### config.mk
export PLATFORM = sky130hd
export DESIGN_NAME = successive_difference_rms
export DESIGN_NICKNAME = d
export VERILOG_FILES = /design/src/rtl/core/sdrms_pkg.sv /design/src/rtl/core/sdrms_front.sv /design/src/rtl/core/sdrms_queue.sv /design/src/rtl/core/sdrms_back.sv /design/src/rtl/core/successive_difference_rms.sv
export SDC_FILE = /design/constraint.sdc
export NUM_CORES = 2
export LEC_CHECK = 0
export BUFFER_PORTS_ARGS = -buffer_cell sky130_fd_sc_hd__buf_2
export CORE_MARGIN = 3
export CORE_UTILIZATION = 50
export CTS_BUF_LIST = sky130_fd_sc_hd__clkbuf_8 sky130_fd_sc_hd__clkbuf_16
export CTS_CLUSTER_SIZE = 12
export DETAILED_ROUTE_END_ITERATION = 8
export HOLD_SLACK_MARGIN = 0.1
export MAX_ROUTING_LAYER = met4
export PLACE_DENSITY = 0.65
export SLEW_MARGIN = 30
export SYNTH_ARGS = -nofsm -noshare
export SYNTH_HDL_FRONTEND = slang
export SYNTH_SLANG_ARGS = --single-unit
### constraint.sdc
create_clock -name clk -period 6.84 [get_ports clk]
set_input_delay 0.342 -clock clk [delete_from_list [all_inputs] [get_ports clk]]
set_output_delay 0.342 -clock clk [all_outputs]
set_load 0.01 [all_outputs]
### src/rtl/core/sdrms_pkg.sv
// Shared types and constants for the successive-difference RMS block.
package sdrms_pkg;

  localparam int SUM_W     = 48;
  localparam int CNT_W     = 25;
  localparam int QDEPTH    = 4;
  localparam int QPW       = 2;
  localparam int QLW       = 3;
  localparam int DIV_STEPS = 48;
  localparam int ROOT_W    = 24;
  localparam int STEP_W    = 6;
  localparam int RMS_W     = 16;

  typedef enum logic [1:0] {
    STATUS_OK       = 2'd0,
    STATUS_TOO_FEW  = 2'd1,
    STATUS_TOO_LONG = 2'd2
  } status_e;

  typedef struct packed {
    logic signed [15:0] sample;
    logic               last;
  } in_t;

  typedef struct packed {
    logic [RMS_W-1:0] rms_value;
    logic [1:0]       status;
  } out_t;

  typedef struct packed {
    logic [SUM_W-1:0] sum;
    logic [CNT_W-1:0] count;
    logic             overflow;
  } rec_t;

  typedef struct packed {
    logic valid;
    rec_t entry;
  } q_head_t;

endpackage

### src/rtl/core/sdrms_front.sv
// Front end: sample transfer, squared difference pipeline and record accumulation.
module sdrms_front #(
  parameter int MAX_SAMPLES = 65536,
  parameter int SAMPLE_BITS = 16
) (
  input  logic                    clk,
  input  logic                    rst,
  input  logic                    item_valid,
  output logic                    item_stall,
  input  sdrms_pkg::in_t          item,
  input  logic [sdrms_pkg::QLW-1:0] level,
  output logic                    push,
  output sdrms_pkg::rec_t         entry
);

  localparam int CW = $clog2(MAX_SAMPLES + 1);
  localparam int PW = (SAMPLE_BITS > 16) ? 17 : SAMPLE_BITS;
  localparam int TB = (SAMPLE_BITS > 16) ? 16 : SAMPLE_BITS;
  localparam int SW = sdrms_pkg::SUM_W;

  logic signed [PW-1:0] prev;
  logic [CW-1:0]        count;
  logic                 ovf;

  logic                 s1_valid, s1_last, s1_add, s1_ovf;
  logic [PW-1:0]        s1_mag;
  logic [CW-1:0]        s1_cnt;

  logic                 s2_valid, s2_last, s2_add, s2_ovf;
  logic [2*PW-1:0]      s2_sq;
  logic [CW-1:0]        s2_cnt;

  logic [SW-1:0]        sum;
  logic [SW-1:0]        sum_next;
  logic [SW:0]          sum_wide;

  logic [16:0]          ext;
  logic signed [PW-1:0] sw;
  logic signed [PW:0]   diff;
  logic [PW-1:0]        mag;
  logic                 cap_ok;
  logic                 accept;
  logic [CW-1:0]        count_upd;
  logic                 ovf_upd;
  logic [sdrms_pkg::QLW:0] reserve;

  always_comb begin
    ext = (SAMPLE_BITS > 16) ? {1'b0, item.sample} : 17'(signed'(item.sample[TB-1:0]));
    sw = signed'(ext[PW-1:0]);
    diff = (PW+1)'(sw) - (PW+1)'(prev);
    mag = diff[PW] ? PW'(-diff) : diff[PW-1:0];
    cap_ok = count < CW'(MAX_SAMPLES);
    count_upd = cap_ok ? count + CW'(1) : count;
    ovf_upd = ovf | ~cap_ok;
    accept = item_valid && !item_stall;
  end

  always_comb begin
    sum_wide = {1'b0, sum} + (SW+1)'(s2_sq);
    if (s2_add) begin
      sum_next = sum_wide[SW] ? {SW{1'b1}} : sum_wide[SW-1:0];
    end else begin
      sum_next = sum;
    end
  end

  always_comb begin
    reserve = {1'b0, level}
            + (sdrms_pkg::QLW+1)'(s1_valid && s1_last)
            + (sdrms_pkg::QLW+1)'(s2_valid && s2_last);
    item_stall = reserve >= (sdrms_pkg::QLW+1)'(sdrms_pkg::QDEPTH);
    push = s2_valid && s2_last;
    entry.sum = sum_next;
    entry.count = sdrms_pkg::CNT_W'(s2_cnt);
    entry.overflow = s2_ovf;
  end

  always_ff @(posedge clk) begin
    if (rst) begin
      prev <= '0;
      count <= '0;
      ovf <= 1'b0;
      s1_valid <= 1'b0;
      s2_valid <= 1'b0;
      sum <= '0;
    end else begin
      s1_valid <= accept;
      if (accept) begin
        s1_last <= item.last;
        s1_add <= cap_ok && (count != '0);
        s1_mag <= mag;
        s1_cnt <= count_upd;
        s1_ovf <= ovf_upd;
        if (item.last) begin
          prev <= '0;
          count <= '0;
          ovf <= 1'b0;
        end else begin
          count <= count_upd;
          ovf <= ovf_upd;
          if (cap_ok) begin
            prev <= sw;
          end
        end
      end
      s2_valid <= s1_valid;
      s2_last <= s1_last;
      s2_add <= s1_add;
      s2_sq <= (2*PW)'(s1_mag) * (2*PW)'(s1_mag);
      s2_cnt <= s1_cnt;
      s2_ovf <= s1_ovf;
      if (s2_valid) begin
        sum <= s2_last ? '0 : sum_next;
      end
    end
  end

endmodule

### src/rtl/core/sdrms_queue.sv
// Record queue between the front end and the back end.
module sdrms_queue (
  input  logic                        clk,
  input  logic                        rst,
  input  logic                        push,
  input  sdrms_pkg::rec_t             entry,
  input  logic                        pop,
  output sdrms_pkg::q_head_t          head,
  output logic [sdrms_pkg::QLW-1:0]   level
);

  sdrms_pkg::rec_t mem [sdrms_pkg::QDEPTH];
  logic [sdrms_pkg::QPW-1:0] wr_ptr;
  logic [sdrms_pkg::QPW-1:0] rd_ptr;
  logic [sdrms_pkg::QLW-1:0] fill;

  always_comb begin
    head.valid = fill != '0;
    head.entry = mem[rd_ptr];
    level = fill;
  end

  always_ff @(posedge clk) begin
    if (push) begin
      mem[wr_ptr] <= entry;
    end
  end

  always_ff @(posedge clk) begin
    if (rst) begin
      wr_ptr <= '0;
      rd_ptr <= '0;
      fill <= '0;
    end else begin
      if (push) begin
        wr_ptr <= wr_ptr + sdrms_pkg::QPW'(1);
      end
      if (pop) begin
        rd_ptr <= rd_ptr + sdrms_pkg::QPW'(1);
      end
      fill <= fill + sdrms_pkg::QLW'(push) - sdrms_pkg::QLW'(pop);
    end
  end

endmodule

### src/rtl/core/sdrms_back.sv
// Back end: serial divide, serial square root and result register.
module sdrms_back (
  input  logic                clk,
  input  logic                rst,
  input  sdrms_pkg::q_head_t  head,
  output logic                pop,
  output logic                result_valid,
  input  logic                result_stall,
  output sdrms_pkg::out_t     result
);

  localparam int SW    = sdrms_pkg::SUM_W;
  localparam int CW    = sdrms_pkg::CNT_W;
  localparam int RW    = sdrms_pkg::ROOT_W;
  localparam int REM_W = (CW + 1 > RW + 2) ? CW + 1 : RW + 2;

  typedef enum logic [1:0] {
    IDLE,
    DIVIDE,
    ROOT,
    HOLD
  } state_t;

  state_t                      state;
  logic [SW-1:0]               dq;
  logic [CW-1:0]               divisor;
  logic [REM_W-1:0]            rem;
  logic [RW-1:0]               root;
  logic [sdrms_pkg::STEP_W-1:0] step;
  sdrms_pkg::out_t             res;

  logic [CW:0]                 div_shift;
  logic                        div_ge;
  logic [REM_W+1:0]            rt_shift;
  logic [REM_W+1:0]            rt_trial;
  logic                        rt_ge;
  logic [RW-1:0]               root_nx;
  logic                        load;

  always_comb begin
    div_shift = {rem[CW-1:0], dq[SW-1]};
    div_ge = div_shift >= {1'b0, divisor};
    rt_shift = {rem, dq[SW-1:SW-2]};
    rt_trial = (REM_W+2)'({root, 2'b01});
    rt_ge = rt_shift >= rt_trial;
    root_nx = {root[RW-2:0], rt_ge};
    pop = (state == IDLE) && head.valid;
    load = (state == HOLD) && (!result_valid || !result_stall);
  end

  always_ff @(posedge clk) begin
    if (rst) begin
      state <= IDLE;
      result_valid <= 1'b0;
    end else begin
      if (load) begin
        result_valid <= 1'b1;
      end else if (!result_stall) begin
        result_valid <= 1'b0;
      end
      case (state)
        IDLE: begin
          if (head.valid) begin
            if (head.entry.overflow) begin
              res.rms_value <= '0;
              res.status <= sdrms_pkg::STATUS_TOO_LONG;
              state <= HOLD;
            end else if (head.entry.count < CW'(2)) begin
              res.rms_value <= '0;
              res.status <= sdrms_pkg::STATUS_TOO_FEW;
              state <= HOLD;
            end else begin
              dq <= head.entry.sum;
              divisor <= head.entry.count - CW'(1);
              rem <= '0;
              step <= '0;
              state <= DIVIDE;
            end
          end
        end
        DIVIDE: begin
          dq <= {dq[SW-2:0], div_ge};
          if (step == sdrms_pkg::STEP_W'(sdrms_pkg::DIV_STEPS - 1)) begin
            rem <= '0;
            root <= '0;
            step <= '0;
            state <= ROOT;
          end else begin
            rem <= REM_W'(div_ge ? div_shift - {1'b0, divisor} : div_shift);
            step <= step + sdrms_pkg::STEP_W'(1);
          end
        end
        ROOT: begin
          rem <= REM_W'(rt_ge ? rt_shift - rt_trial : rt_shift);
          root <= root_nx;
          dq <= {dq[SW-3:0], 2'b00};
          step <= step + sdrms_pkg::STEP_W'(1);
          if (step == sdrms_pkg::STEP_W'(RW - 1)) begin
            res.rms_value <= (root_nx[RW-1:sdrms_pkg::RMS_W] != '0)
                           ? {sdrms_pkg::RMS_W{1'b1}} : root_nx[sdrms_pkg::RMS_W-1:0];
            res.status <= sdrms_pkg::STATUS_OK;
            state <= HOLD;
          end
        end
        HOLD: begin
          if (load) begin
            result <= res;
            state <= IDLE;
          end
        end
        default: begin
          state <= IDLE;
        end
      endcase
    end
  end

endmodule

### src/rtl/core/successive_difference_rms.sv
// Top level of the successive-difference RMS block.
// Throughput: one sample per cycle unless stalled; records queue up to four deep ahead of the back end.
// Path from the last sample's transfer to result_valid with the back end free: stages s1, s2,
// the queue hand-off, 48 divide steps, 24 root steps, then the load into the result register.
// Records hold the back end in DIVIDE and ROOT (errors skip both); short bursts stall input.
// Reset: synchronous rst clears the front-end counters, the queue and the result valid flag.
module successive_difference_rms #(
  parameter int MAX_SAMPLES = 65536,
  parameter int SAMPLE_BITS = 16
) (
  input  logic             clk,
  input  logic             rst,
  input  logic             item_valid,
  output logic             item_stall,
  input  sdrms_pkg::in_t   item,
  output logic             result_valid,
  input  logic             result_stall,
  output sdrms_pkg::out_t  result
);

  logic                            push;
  logic                            pop;
  sdrms_pkg::rec_t                 entry;
  sdrms_pkg::q_head_t              head;
  logic [sdrms_pkg::QLW-1:0]       level;

  sdrms_front #(
    .MAX_SAMPLES(MAX_SAMPLES),
    .SAMPLE_BITS(SAMPLE_BITS)
  ) u_front (
    .clk(clk),
    .rst(rst),
    .item_valid(item_valid),
    .item_stall(item_stall),
    .item(item),
    .level(level),
    .push(push),
    .entry(entry)
  );

  sdrms_queue u_queue (
    .clk(clk),
    .rst(rst),
    .push(push),
    .entry(entry),
    .pop(pop),
    .head(head),
    .level(level)
  );

  sdrms_back u_back (
    .clk(clk),
    .rst(rst),
    .head(head),
    .pop(pop),
    .result_valid(result_valid),
    .result_stall(result_stall),
    .result(result)
  );

endmodule

==> results.yml <==
floorplanning:
  start_util: 0.506
  die_y_um: 278
  die_area_sq_mm: 0.0773
  boundaryPins: 41
  die_w_um: 278
  rows: 99
  core_area_sq_mm: 0.0731
critical_path:
  cp_cell_sequence: "inv_1 > nor2_1 > inv_1 > fa_1 > fa_1 > inv_1 > fa_1 > fa_1 > fa_1 > inv_1 > fa_1 > inv_1 > ha_1 > a21o_1 > a21oi_1 > o211ai_1 > nor2_1 > o21ai_1 > a221o_1 > a21o_1 > a21o_1 > xor2_1"
  cp.required_ns: 7.18
  slowest_stage: "edfxtp_1"
  end_kind: "flop"
  crit_fanout: 13
  max_stage_delay_ns: 0.68
  critPathArrivalTime_ns: 6.81
  critPathBufInv: 5
  start_kind: "flop"
  cpMostUsedCell: "fa_1"
  critPathTopFamily: "adder cells"
  critical_path_class: "reg -> reg"
clock_tree:
  htreeDepth: 3
  cts_sinks: 612
  clkTransAtPathRegs_ns: 0.06
  insertion_delay_ns: 0.60
  cts_tree: "built"
  clock_path_buffers: 3
  cts_buffers: 69
  cts_root_buf: "clkbuf_16"
final_layout:
  fillers: 6080
  area_growth_pct: 10.2
  multi_input_area_sq_mm: 0.0177
  register_area_sq_mm: 0.0174
  diodes: 0
  drive_gt1_frac: 0.0929
  num-nets-final: 3696
synthesis:
  synth_warnings: 0
  synth.net_count: 3647
  synth_top_area_cell: "edfxtp_1"
  synth_area_sq_mm: 0.0370
  ys_ff_latch: 612
  synth-edff-count: 516
  yosysMostFrequentCell: "edfxtp_1"
  synth_async_sr_flop_share: 0
  ys.flop_type: "edfxtp_1"
  synthCells: 3242
  synth_top_area_share: 0.419
  avgSynthCellArea_sq_um: 11.4
  synth_seq_area_share: 0.471
  synth.distinct_cells: 89
  synth_commonest_cells: "edfxtp_1, inv_1, nor2_1"
  synthTopCellsByArea: "edfxtp_1, fa_1, ha_1, dfxtp_1, mux4_2"
global_route:
  grt_max_degree: 86
  grt_overflow: 0
  antenna_found_initial: 1
  grt_pass1_vias: 24301
  grt_use_total: 0.209
  grt_pass1_wl_um: 128000
drt:
  drc: 0
  viasPerCell: 5.65
  drt-wirelength-per-cell_um: 18.1
  final_antenna_net_count: 0
  routed_wl_um: 77700
  drtPass1Iterations: 5
  dr.first_iter.drc_count: 2094
  vias: 24349
min_path:
  hold_class: "in -> reg"
job:
  drv_cap: 0
timing:
  finalCritPeriodShare: 0.946
  timing.hold.ws_ns: 0.198
  drv_slew: 0
  period_needed_ns: 6.47
  setup_violations: 0
  fmax_mhz: 154
  final_hold_viol_count: 0
  tightest_slew_ns: 0.959
  max_slew_margin: 0.360
  skew_ns: 0.0287
place:
  portBuffers: 40
  dpl.hpwl_um: 56400
  gp_congestion: 0.929
status:
  status: "completed"
[cell families (layout without fill, tap and decap cells)]
group,count (synthesis),in the layout,synth area share
buf+inv,509,614,0.0527
compound gates,612,612,0.109
mux,115,115,0.0538
fa+ha+maj,384,384,0.164
flops,612,612,0.471
xor+xnor,182,182,0.0431
simple gates,828,828,0.106
[layout make-up]
class,instances,share of cell area
clock inverters,49,0.00743
multi-input cells,2121,0.434
flip-flops and latches,612,0.427
inverters,375,0.0345
repair buffers,112,0.0208
clock buffers,78,0.0462
well taps,959,0.0294
[sequential cells by signal, summed over array words and instances, names as in the netlist, 3 cells and up, named ones only]
| name | count |
|---|---|
| u_front.sum | 48 |
| u_back.dq | 48 |
| u_queue.mem | 264 |
| u_back.result | 18 |
| u_front.prev | 16 |
| u_back.step | 6 |
| u_queue.level | 3 |
| u_front.s1_mag | 16 |
| u_front.s1_cnt | 17 |
| u_back.res | 18 |
| u_back.rem | 26 |
| u_back.root | 24 |
| u_front.s2_sq | 31 |
| u_front.s2_cnt | 17 |
| u_back.divisor | 25 |
| u_front.count | 17 |
[through the flow]
stage	instance area (sq um)	TNS (ns)	setup slack, ns	instances	utilization
CTS	40600	0	0.134	4286	0.555
global placement	38100	0	0.408	4140	0.522
finish	40800	0	0.367	4306	0.558
detailed placement	38200	0	0.167	4141	0.523
floorplan	37000	0	0.608	3242	-
global route	40800	-0.0117	-0.0117	4306	0.558
[what timing repair did]
action	4_1_cts	5_1_grt
hold buffers	18	0
setup buffers	0	19
endpoints found under the setup margin	0	7
hold endpoints to repair	18	0
resized for setup	0	2
[metal layers]
| layer | global-route usage | wire length [um] | up-vias |
|---|---|---|---|
| met1 | 0.298 | 37200 | 12021 |
| li1 | - | - | 11653 |
| met3 | 0.0251 | 3700 | 95 |
| met4 | 0.0509 | 1260 | 0 |
| met5 | - | 0 | - |
| met2 | 0.322 | 35500 | 580 |
[layout by cell type (no fill, tap or decap), types with 23 or more instances in the layout]
cell	instances
a21o_1	52
a21oi_1	173
a22oi_1	71
and2_1	51
buf_2	40
buf_4	46
clkbuf_16	72
dfxtp_1	94
edfxtp_1	516
fa_1	167
ha_1	215
inv_1	398
mux2i_1	42
mux4_2	65
nand2_1	190
nand3_1	56
nand4_1	27
nor2_1	302
nor3_1	61
o21ai_0	77
o22ai_1	23
xnor2_1	121
xor2_1	61
[final timing paths]
path / slack [ns] / startpoint / endpoint / cells past startpoint
min reg2reg: 0.42 / u_front.s1_cnt[8]$_DFFE_PP_ / u_front.s2_cnt[8]$_DFFE_PN_ / 0
max: 0.37 / u_front.s1_mag[8]$_DFFE_PP_ / u_front.s2_sq[24]$_DFFE_PN_ / 22
max reg2reg: 0.37 / u_front.s1_mag[8]$_DFFE_PP_ / u_front.s2_sq[24]$_DFFE_PN_ / 22
min: 0.20 / item[0] / u_front.s1_last$_DFFE_PP_ / 1
Power is left out: the tool's default activity adds up to more than one toggle a clock period on the data nets, which glitch-free logic cannot reach.
